--- src/sv/assert_macros.svh ---
// ----------------------------------------------------------------------------
// Rational arithmetic unit assertion macros
// Assertion helpers shared by the rational arithmetic unit modules.
// Each macro expects i_clk and i_rst_n in the scope where it is used.
// ----------------------------------------------------------------------------
`ifndef ASSERT_MACROS_SVH
`define ASSERT_MACROS_SVH

// Condition must hold at every clock edge outside reset.
`define RAU_ASSERT(lbl, cond, msg) \
    lbl: assert property (@(posedge i_clk) disable iff (!i_rst_n) (cond)) else $error(msg);

// Consequent must hold in the same cycle as the antecedent.
`define RAU_ASSERT_IMP(lbl, ante, cons, msg) \
    lbl: assert property (@(posedge i_clk) disable iff (!i_rst_n) \
        (ante) |-> (cons)) else $error(msg);

// Consequent must hold in the cycle after the antecedent.
`define RAU_ASSERT_NEXT(lbl, ante, cons, msg) \
    lbl: assert property (@(posedge i_clk) disable iff (!i_rst_n) \
        (ante) |=> (cons)) else $error(msg);

`endif

--- src/sv/rau_pkg.sv ---
// ----------------------------------------------------------------------------
// Rational arithmetic unit package
// Widths, payload structs, command and state codes for the controller and
// the datapath, and the operand normalization used by the datapath.
// ----------------------------------------------------------------------------
package rau_pkg;

    localparam int OPERAND_WIDTH = 16;
    localparam int FIELD_W       = 16;
    localparam int CMD_W         = 3;
    localparam int NUM_W         = 33;
    localparam int DEN_W         = 31;

    // magnitude width of products and sums
    localparam int MW    = 2 * OPERAND_WIDTH;
    // signed width of a cross-product sum
    localparam int SW    = MW + 2;
    localparam int EXT_W = (OPERAND_WIDTH > FIELD_W) ? OPERAND_WIDTH : FIELD_W;
    localparam int WW    = (MW + 1 > NUM_W) ? MW + 1 : NUM_W;
    localparam int K_W   = $clog2(MW + 1);
    localparam int CNT_W = $clog2(MW);

    typedef enum logic [CMD_W-1:0] {
        CMD_NORM = 3'd0,
        CMD_ADD  = 3'd1,
        CMD_SUB  = 3'd2,
        CMD_MUL  = 3'd3,
        CMD_DIV  = 3'd4
    } t_cmd;

    typedef struct packed {
        logic [CMD_W-1:0]          command;
        logic signed [FIELD_W-1:0] a_num;
        logic signed [FIELD_W-1:0] a_den;
        logic signed [FIELD_W-1:0] b_num;
        logic signed [FIELD_W-1:0] b_den;
    } t_in;

    typedef struct packed {
        logic signed [NUM_W-1:0] res_num;
        logic [DEN_W-1:0]        res_den;
        logic                    less;
        logic                    equal;
        logic                    greater;
        logic                    div_by_zero;
    } t_out;

    typedef enum logic [3:0] {
        ST_IDLE,
        ST_MUL_L,
        ST_MUL_R,
        ST_MUL_D,
        ST_MUL_N,
        ST_SUM,
        ST_MAG,
        ST_GCD,
        ST_SCALE,
        ST_DIV,
        ST_DONE
    } t_state;

    typedef enum logic [2:0] {
        MSEL_NONE,
        MSEL_L,
        MSEL_R,
        MSEL_D,
        MSEL_N
    } t_msel;

    typedef struct packed {
        logic  load;
        t_msel msel;
        logic  sum;
        logic  mag;
        logic  gcd_step;
        logic  scale;
        logic  div_step;
        logic  show;
    } t_ctl;

    typedef struct packed {
        logic gcd_eq;
    } t_sts;

    typedef struct packed {
        logic                     n_neg;
        logic [OPERAND_WIDTH-1:0] n_mag;
        logic [OPERAND_WIDTH-1:0] d_mag;
    } t_opnd;

    // Sign-extend the low operand bits, force a zero denominator to one and
    // move the sign into the numerator.
    function automatic t_opnd norm_opnd(input logic [FIELD_W-1:0] num,
                                        input logic [FIELD_W-1:0] den);
        logic [EXT_W-1:0]         nx;
        logic [EXT_W-1:0]         dx;
        logic [OPERAND_WIDTH-1:0] n;
        logic [OPERAND_WIDTH-1:0] d;
        logic [OPERAND_WIDTH-1:0] nm;
        t_opnd                    r;
        nx = EXT_W'(num);
        dx = EXT_W'(den);
        n  = nx[OPERAND_WIDTH-1:0];
        d  = dx[OPERAND_WIDTH-1:0];
        nm = n[OPERAND_WIDTH-1] ? OPERAND_WIDTH'(~n + 1'b1) : n;
        r.n_mag = nm;
        r.n_neg = (n[OPERAND_WIDTH-1] ^ d[OPERAND_WIDTH-1]) && (nm != '0);
        if (d == '0) begin
            r.d_mag = OPERAND_WIDTH'(1);
        end else if (d[OPERAND_WIDTH-1]) begin
            r.d_mag = OPERAND_WIDTH'(~d + 1'b1);
        end else begin
            r.d_mag = d;
        end
        return r;
    endfunction

endpackage

--- src/sv/rau_ctrl.sv ---
// ----------------------------------------------------------------------------
// Rational arithmetic unit controller
// Sequences the shared multiplier, sum, GCD and divide steps of the datapath.
// ----------------------------------------------------------------------------
`include "assert_macros.svh"

module rau_ctrl
    import rau_pkg::*;
(
    input  logic i_clk,
    input  logic i_rst_n,
    input  logic i_start,
    input  t_sts i_sts,
    output t_ctl o_ctl,
    output logic o_busy,
    output logic o_valid
);

    localparam logic [CNT_W-1:0] CNT_MAX = CNT_W'(MW - 1);

    t_state           r_state, n_state;
    logic [CNT_W-1:0] r_cnt, n_cnt;
    logic             idle_like;

    assign idle_like = (r_state == ST_IDLE) || (r_state == ST_DONE);
    assign o_busy    = !idle_like;
    assign o_valid   = (r_state == ST_DONE);

    always_ff @(posedge i_clk) begin
        if (!i_rst_n) begin
            r_state <= ST_IDLE;
            r_cnt   <= '0;
        end else begin
            r_state <= n_state;
            r_cnt   <= n_cnt;
        end
    end

    always_comb begin
        n_state = r_state;
        n_cnt   = r_cnt;
        unique case (r_state)
            ST_IDLE:  if (i_start) n_state = ST_MUL_L;
            ST_MUL_L: n_state = ST_MUL_R;
            ST_MUL_R: n_state = ST_MUL_D;
            ST_MUL_D: n_state = ST_MUL_N;
            ST_MUL_N: n_state = ST_SUM;
            ST_SUM:   n_state = ST_MAG;
            ST_MAG:   n_state = ST_GCD;
            ST_GCD:   if (i_sts.gcd_eq) n_state = ST_SCALE;
            ST_SCALE: begin
                n_state = ST_DIV;
                n_cnt   = '0;
            end
            ST_DIV: begin
                n_cnt = r_cnt + 1'b1;
                if (r_cnt == CNT_MAX) n_state = ST_DONE;
            end
            ST_DONE:  n_state = i_start ? ST_MUL_L : ST_IDLE;
            default:  n_state = ST_IDLE;
        endcase
    end

    always_comb begin
        o_ctl      = '0;
        o_ctl.msel = MSEL_NONE;
        o_ctl.load = i_start && idle_like;
        unique case (r_state)
            ST_MUL_L: o_ctl.msel     = MSEL_L;
            ST_MUL_R: o_ctl.msel     = MSEL_R;
            ST_MUL_D: o_ctl.msel     = MSEL_D;
            ST_MUL_N: o_ctl.msel     = MSEL_N;
            ST_SUM:   o_ctl.sum      = 1'b1;
            ST_MAG:   o_ctl.mag      = 1'b1;
            ST_GCD:   o_ctl.gcd_step = 1'b1;
            ST_SCALE: o_ctl.scale    = 1'b1;
            ST_DIV:   o_ctl.div_step = 1'b1;
            ST_DONE:  o_ctl.show     = 1'b1;
            default:  o_ctl.msel     = MSEL_NONE;
        endcase
    end

    `RAU_ASSERT_NEXT(a_strobe_single, o_valid, !o_valid, "result strobe held two cycles")
    `RAU_ASSERT_NEXT(a_accept_busy, i_start && !o_busy, o_busy, "transfer did not start work")
    `RAU_ASSERT_IMP(a_valid_after_div, o_valid, $past(r_state) == ST_DIV, "strobe without divide")

endmodule

--- src/sv/rau_dp.sv ---
// ----------------------------------------------------------------------------
// Rational arithmetic unit datapath
// Operand normalization, one shared multiplier, cross-product sum, binary GCD
// and two bit-serial exact dividers that reduce the fraction.
// ----------------------------------------------------------------------------
`include "assert_macros.svh"

module rau_dp
    import rau_pkg::*;
(
    input  logic i_clk,
    input  logic i_rst_n,
    input  t_in  i_item,
    input  t_ctl i_ctl,
    output t_sts o_sts,
    output t_out o_res
);

    t_opnd                    r_a, r_b;
    logic [CMD_W-1:0]         r_cmd;
    logic [MW-1:0]            r_pl, r_pr, r_pd, r_pn;
    logic [SW-1:0]            r_acc;
    logic                     r_neg, r_less, r_equal, r_greater, r_dz;
    logic [MW-1:0]            r_m, r_den, r_u, r_v, r_rm, r_rd;
    logic [K_W-1:0]           r_k;

    logic [OPERAND_WIDTH-1:0] mul_a, mul_b;
    logic [MW-1:0]            prod;
    logic [SW-1:0]            lhs, rhs, n_acc, acc_mag;
    logic [MW-1:0]            n_den;
    logic                     n_dz, prod_neg;
    logic [MW:0]              rm_sh, rd_sh;
    logic                     rm_ge, rd_ge;
    logic [WW-1:0]            q_num, q_sgn, q_den;

    function automatic logic [SW-1:0] signed_val(input logic neg, input logic [MW-1:0] m);
        logic [SW-1:0] x;
        x = SW'(m);
        return neg ? (~x + 1'b1) : x;
    endfunction

    // shared multiplier
    always_comb begin
        mul_a = r_a.n_mag;
        mul_b = r_b.d_mag;
        unique case (i_ctl.msel)
            MSEL_L: begin
                mul_a = r_a.n_mag;
                mul_b = r_b.d_mag;
            end
            MSEL_R: begin
                mul_a = r_b.n_mag;
                mul_b = r_a.d_mag;
            end
            MSEL_D: begin
                mul_a = r_a.d_mag;
                mul_b = r_b.d_mag;
            end
            MSEL_N: begin
                mul_a = r_a.n_mag;
                mul_b = r_b.n_mag;
            end
            default: begin
                mul_a = r_a.n_mag;
                mul_b = r_b.d_mag;
            end
        endcase
    end

    assign prod     = MW'(mul_a) * MW'(mul_b);
    assign lhs      = signed_val(r_a.n_neg, r_pl);
    assign rhs      = signed_val(r_b.n_neg, r_pr);
    assign prod_neg = r_a.n_neg ^ r_b.n_neg;

    always_comb begin
        n_acc = '0;
        n_den = MW'(1);
        n_dz  = 1'b0;
        unique case (r_cmd)
            CMD_NORM: begin
                n_acc = signed_val(r_a.n_neg, MW'(r_a.n_mag));
                n_den = MW'(r_a.d_mag);
            end
            CMD_ADD: begin
                n_acc = lhs + rhs;
                n_den = r_pd;
            end
            CMD_SUB: begin
                n_acc = lhs - rhs;
                n_den = r_pd;
            end
            CMD_MUL: begin
                n_acc = signed_val(prod_neg, r_pn);
                n_den = r_pd;
            end
            CMD_DIV: begin
                if (r_b.n_mag == '0) begin
                    n_dz = 1'b1;
                end else begin
                    n_acc = signed_val(prod_neg, r_pl);
                    n_den = r_pr;
                end
            end
            default: begin
                n_acc = '0;
                n_den = MW'(1);
            end
        endcase
    end

    assign acc_mag = r_acc[SW-1] ? (~r_acc + 1'b1) : r_acc;

    assign o_sts.gcd_eq = (r_u == r_v);

    assign rm_sh = {r_rm, r_m[MW-1]};
    assign rd_sh = {r_rd, r_den[MW-1]};
    assign rm_ge = rm_sh >= {1'b0, r_u};
    assign rd_ge = rd_sh >= {1'b0, r_u};

    always_ff @(posedge i_clk) begin
        if (i_ctl.load) begin
            r_a   <= norm_opnd(i_item.a_num, i_item.a_den);
            r_b   <= norm_opnd(i_item.b_num, i_item.b_den);
            r_cmd <= i_item.command;
        end
        unique case (i_ctl.msel)
            MSEL_L:  r_pl <= prod;
            MSEL_R:  r_pr <= prod;
            MSEL_D:  r_pd <= prod;
            MSEL_N:  r_pn <= prod;
            default: r_pl <= r_pl;
        endcase
        if (i_ctl.sum) begin
            r_acc     <= n_acc;
            r_den     <= n_den;
            r_dz      <= n_dz;
            r_less    <= $signed(lhs) < $signed(rhs);
            r_equal   <= lhs == rhs;
            r_greater <= $signed(lhs) > $signed(rhs);
        end
        if (i_ctl.mag) begin
            r_k <= '0;
            r_m <= acc_mag[MW-1:0];
            if (acc_mag == '0) begin
                // zero result reduces to 0/1
                r_neg <= 1'b0;
                r_den <= MW'(1);
                r_u   <= MW'(1);
                r_v   <= MW'(1);
            end else begin
                r_neg <= r_acc[SW-1];
                r_u   <= acc_mag[MW-1:0];
                r_v   <= r_den;
            end
        end
        if (i_ctl.gcd_step && (r_u != r_v)) begin
            priority if (!r_u[0] && !r_v[0]) begin
                r_u <= r_u >> 1;
                r_v <= r_v >> 1;
                r_k <= r_k + 1'b1;
            end else if (!r_u[0]) begin
                r_u <= r_u >> 1;
            end else if (!r_v[0]) begin
                r_v <= r_v >> 1;
            end else if (r_u > r_v) begin
                r_u <= r_u - r_v;
            end else begin
                r_v <= r_v - r_u;
            end
        end
        if (i_ctl.scale) begin
            // restore the common power of two
            r_u  <= r_u << r_k;
            r_rm <= '0;
            r_rd <= '0;
        end
        if (i_ctl.div_step) begin
            r_rm  <= rm_ge ? MW'(rm_sh - {1'b0, r_u}) : rm_sh[MW-1:0];
            r_rd  <= rd_ge ? MW'(rd_sh - {1'b0, r_u}) : rd_sh[MW-1:0];
            r_m   <= {r_m[MW-2:0], rm_ge};
            r_den <= {r_den[MW-2:0], rd_ge};
        end
    end

    assign q_num = WW'(r_m);
    assign q_sgn = r_neg ? (~q_num + 1'b1) : q_num;
    assign q_den = WW'(r_den);

    assign o_res.res_num     = q_sgn[NUM_W-1:0];
    assign o_res.res_den     = q_den[DEN_W-1:0];
    assign o_res.less        = r_less;
    assign o_res.equal       = r_equal;
    assign o_res.greater     = r_greater;
    assign o_res.div_by_zero = r_dz;

    `RAU_ASSERT_IMP(a_gcd_nonzero, i_ctl.gcd_step, (r_u != '0) && (r_v != '0), "GCD operand zero")
    `RAU_ASSERT_NEXT(a_rem_bound, i_ctl.div_step, (r_rm < r_u) && (r_rd < r_u), "remainder overflow")
    `RAU_ASSERT_IMP(a_den_nonzero, i_ctl.show, r_den != '0, "reduced denominator zero")
    `RAU_ASSERT_IMP(a_zero_unsigned, i_ctl.show && (r_m == '0), !r_neg, "negative zero result")

endmodule

--- src/sv/rational_arithmetic_unit.sv ---
// ----------------------------------------------------------------------------
// Rational arithmetic unit
// Normalizes two signed fractions and returns a reduced sum, difference,
// product, quotient or normalized a, with a-versus-b comparison flags.
// ----------------------------------------------------------------------------
// An item is taken when start is high and busy is low. After the transfer the
// unit runs ST_MUL_L, ST_MUL_R, ST_MUL_D and ST_MUL_N on one shared 16x16
// multiplier, then the sum, magnitude, binary-GCD and scale steps and the
// restoring divide (one quotient bit per cycle for numerator and denominator
// together); o_valid then pulses for one cycle with the result on o_res. The
// number of GCD steps depends on the data and is at most 122: the two
// reduction operands hold at most 63 bits between them and keep at least one
// each, each halving step drops at least one of those bits and each
// subtraction is followed by a halving. A new item may start in the cycle that
// shows the result. o_valid cannot be held off: capture o_res in that cycle.
module rational_arithmetic_unit
    import rau_pkg::*;
(
    input  logic i_clk,
    input  logic i_rst_n,
    input  logic start,
    output logic busy,
    input  t_in  i_item,
    output logic o_valid,
    output t_out o_res
);

    t_ctl ctl;
    t_sts sts;

    rau_ctrl u_ctrl (
        .i_clk   (i_clk),
        .i_rst_n (i_rst_n),
        .i_start (start),
        .i_sts   (sts),
        .o_ctl   (ctl),
        .o_busy  (busy),
        .o_valid (o_valid)
    );

    rau_dp u_dp (
        .i_clk   (i_clk),
        .i_rst_n (i_rst_n),
        .i_item  (i_item),
        .i_ctl   (ctl),
        .o_sts   (sts),
        .o_res   (o_res)
    );

endmodule

--- config.mk ---
export PLATFORM = sky130hd
export DESIGN_NAME = rational_arithmetic_unit
export DESIGN_NICKNAME = d
export VERILOG_FILES = /design/src/sv/rau_pkg.sv /design/src/sv/rau_ctrl.sv /design/src/sv/rau_dp.sv /design/src/sv/rational_arithmetic_unit.sv
export VERILOG_INCLUDE_DIRS = /design/src /design/src/sv
export SDC_FILE = /design/constraint.sdc
export NUM_CORES = 2
export LEC_CHECK = 0
export CORE_MARGIN = 3
export CORE_UTILIZATION = 60
export DETAILED_ROUTE_END_ITERATION = 12
export DONT_BUFFER_PORTS = 1
export GPL_TIMING_DRIVEN = 0
export MAX_ROUTING_LAYER = met4
export PLACE_DENSITY = 0.76
export SLEW_MARGIN = 40
export SYNTH_ARGS = -nofsm -noshare
export SYNTH_HDL_FRONTEND = slang
export SYNTH_SLANG_ARGS = --single-unit
--- constraint.sdc ---
create_clock -name i_clk -period 17.51 [get_ports i_clk]
set_input_delay 2.6265 -clock i_clk [delete_from_list [all_inputs] [get_ports i_clk]]
set_output_delay 2.6265 -clock i_clk [all_outputs]
set_load 0.05 [all_outputs]
==> impl_metrics.toml <==
[outcome]
status = "finished, final reports clean"

[drt]
vias = 43423
drc_errors = 0
wl_per_cell_um = 27.0
drtAntennaViolNets = 0
drt_iter0_drc = 5850
drt-total-wl_mm = 172
dr.pass1.iters = 8
viasPerCell = 6.81

[clocking]
numCtsBuffers = 50
cts.repair.resized = 0
h-tree-depth = 2
cts_tree = "built"
cts.sinks = 443
post_cts_buffers = 0
cts_hold_buf = 0
cts_root_buf = "clkbuf_16"
clk_pin_slew_worst_paths_ps = 60
clock_path_buffers = 3
insertion_delay_ps = 630

[synth]
synth_commonest_cells = "604 x nand2_1, 444 x nor2_1, 423 x inv_1"
synth_edf_count = 334
syn_area_per_cell_sq_um = 8.48
syn-instance-count = 5306
synth_seq_area_share_pct = 27.1
synth_flop_cell = "edfxtp_1"
synth_most_common_cell = "nand2_1"
netlist_top_cells_area = "edfxtp_1 22%, fa_1 8.9%, ha_1 8.7%"
synthArstFlopShare_pct = 0
syn-num-nets = 5889
yosysTopAreaCellShare_pct = 22.3
yosys.area.top_type = "edfxtp_1"
yosys_warnings = 0
ys_ff_latch = 443
netlist_area_sq_mm = 0.0450
synth.distinct_cells = 90

[critical_path]
path_common_cell = "fa_1"
endpoint_kind = "flop"
timing.reg2reg.setup_slack_ps = 7350
cp_max_fo = 41
r2r_cells = 29
cpMaxStageDelayCell = "nor3b_1"
timing.rr.start = "u_ctrl.r_state[3]$_SDFFE_PN0P_"
slowest_delay_ps = 690
worst_ep_arrival_time_ps = 10470
start_kind = "flop"
worstReg2RegEnd = "u_dp.r_pr[30]$_DFFE_PN_"
required_ps = 17820
critPathKind = "flop to flop"

[place]
post-dp-hpwl_mm = 138
post-place-ws_ps = 7490
portBuffers = 0
gp_congestion = 1.13

[floorplanning]
row_count = 99
initial_utilization_pct = 61.1
die_y_um = 280
dieArea_sq_mm = 0.0783
die_w_um = 280
ioPinCount = 140
core_sq_mm = 0.0736

[final_layout]
syn_to_final_growth_pct = 7.74
drive_gt1_share_pct = 5.23
largest_reg_flops = 34
largest_register = "u_dp.r_acc"
fin_nets = 5956
reg_top3 = "u_dp.r_acc: 34 flops, u_dp.r_a: 33 flops, u_dp.r_b: 33 flops"

[grt]
grt_usage_pct = 44.3
grt_pass1_wl_mm = 255
grt_max_degree = 45
grt_overflow = 0
antenna_found_initial = 8
grt_pass1_vias = 41054

[min_path]
hold_class = "flop to flop"
min_to = "u_ctrl.r_cnt[4]$_SDFFE_PN0P_"
whs_path_depth = 2
min_from = "u_ctrl.r_cnt[4]$_SDFFE_PN0P_"

[timing]
hold_violations = 0
finalSetupTns_ps = 0
setup_slack_ps = 7350
skew_ps = 32.2
worstMarginPinSlew_ps = 930
relSlewSlack_pct = 38.0
setup_viol = 0
post-route-period-util_pct = 58.0
slew_violations = 0
fmax_ghz = 0.0985
min_period_ps = 10160
rsz0062_at_grt = "no"

[flow_run]
max_cap_viol_count = 0
[through the flow]
stage	instance area (sq um)	hold slack [ps]	utilization (%)	cells
finish	48500	523	65.9	6380
global route	48500	538	65.9	6380
CTS	48400	516	65.8	6373
detailed placement	46800	507	63.6	6280
global placement	46200	470	62.8	6265
floorplan	45000	443	-	5306
[final cells by class]
| type | count | area (sq um) |
|---|---|---|
| clock buffer | 64 | 1390 |
| buffer | 316 | 1360 |
| inverter | 427 | 1610 |
| tap | 959 | 1200 |
| clock inverter | 29 | 279 |
| multi-input combinational | 4120 | 30200 |
| sequential | 443 | 12200 |
| fill | 6120 | 25100 |
| antenna | 7 | 17.5 |
| timing repair buffer | 15 | 218 |
[worst max path at each step]
stage	from	end	slack (ps)
3_3_place_gp	u_ctrl.r_state[2]$_SDFFE_PN0P_	u_dp.r_pn[31]$_DFFE_PN_	5800
4_1_cts	u_ctrl.r_state[3]$_SDFFE_PN0P_	u_dp.r_pr[29]$_DFFE_PN_	7430
5_1_grt	u_ctrl.r_state[3]$_SDFFE_PN0P_	u_dp.r_pl[30]$_DFFE_PN_	6960
3_5_place_dp	u_ctrl.r_state[3]$_SDFFE_PN0P_	u_dp.r_pn[29]$_DFFE_PN_	7490
6_report	u_ctrl.r_state[3]$_SDFFE_PN0P_	u_dp.r_pr[30]$_DFFE_PN_	7350
2_1_floorplan	u_ctrl.r_state[2]$_SDFFE_PN0P_	u_dp.r_pd[31]$_DFFE_PN_	8670
[metal layers]
layer	GRT usage, %	share of wire [%]	vias to the layer above
li1	-	-	19155
met1	55.3	38	20697
met2	65.9	43	2939
met3	10.4	12	632
met4	26.3	7.7	0
met5	-	0	-
[layout by cell type (no fill, tap or decap), types with 44 or more instances in the layout]
| cell | instances |
|---|---|
| a21oi_1 | 379 |
| nor2b_1 | 47 |
| xor2_1 | 108 |
| nand3_1 | 86 |
| a21o_1 | 113 |
| inv_1 | 422 |
| o31ai_1 | 60 |
| nor3_1 | 73 |
| nor2_1 | 441 |
| nand2b_1 | 65 |
| fa_1 | 200 |
| ha_1 | 313 |
| a221oi_1 | 44 |
| dfxtp_1 | 109 |
| nand2_1 | 603 |
| clkbuf_16 | 52 |
| o22ai_1 | 74 |
| or3_1 | 54 |
| a211oi_1 | 50 |
| edfxtp_1 | 334 |
| clkbuf_1 | 251 |
| mux2i_1 | 62 |
| o21ai_0 | 319 |
| xnor2_1 | 235 |
[worst max-delay path: cells and delay by family, from the launching register on]
kind / cells / cell delay, ps
flops: 1 / 300
compound gates: 7 / 2050
simple gates: 7 / 1580
buf+inv: 7 / 1820
fa+ha+maj: 7 / 3400
xor+xnor: 1 / 680
[cells by family after synthesis]
group,after synthesis,synth area share (%)
compound gates,1510,22.1
xor+xnor,375,7.30
fa+ha+maj,513,17.6
buf+inv,743,6.54
flops,443,27.1
mux,91,2.51
simple gates,1631,16.8
Power is not shown: default switching activity piles up to over one toggle a cycle in this logic, so the estimate is an artifact.
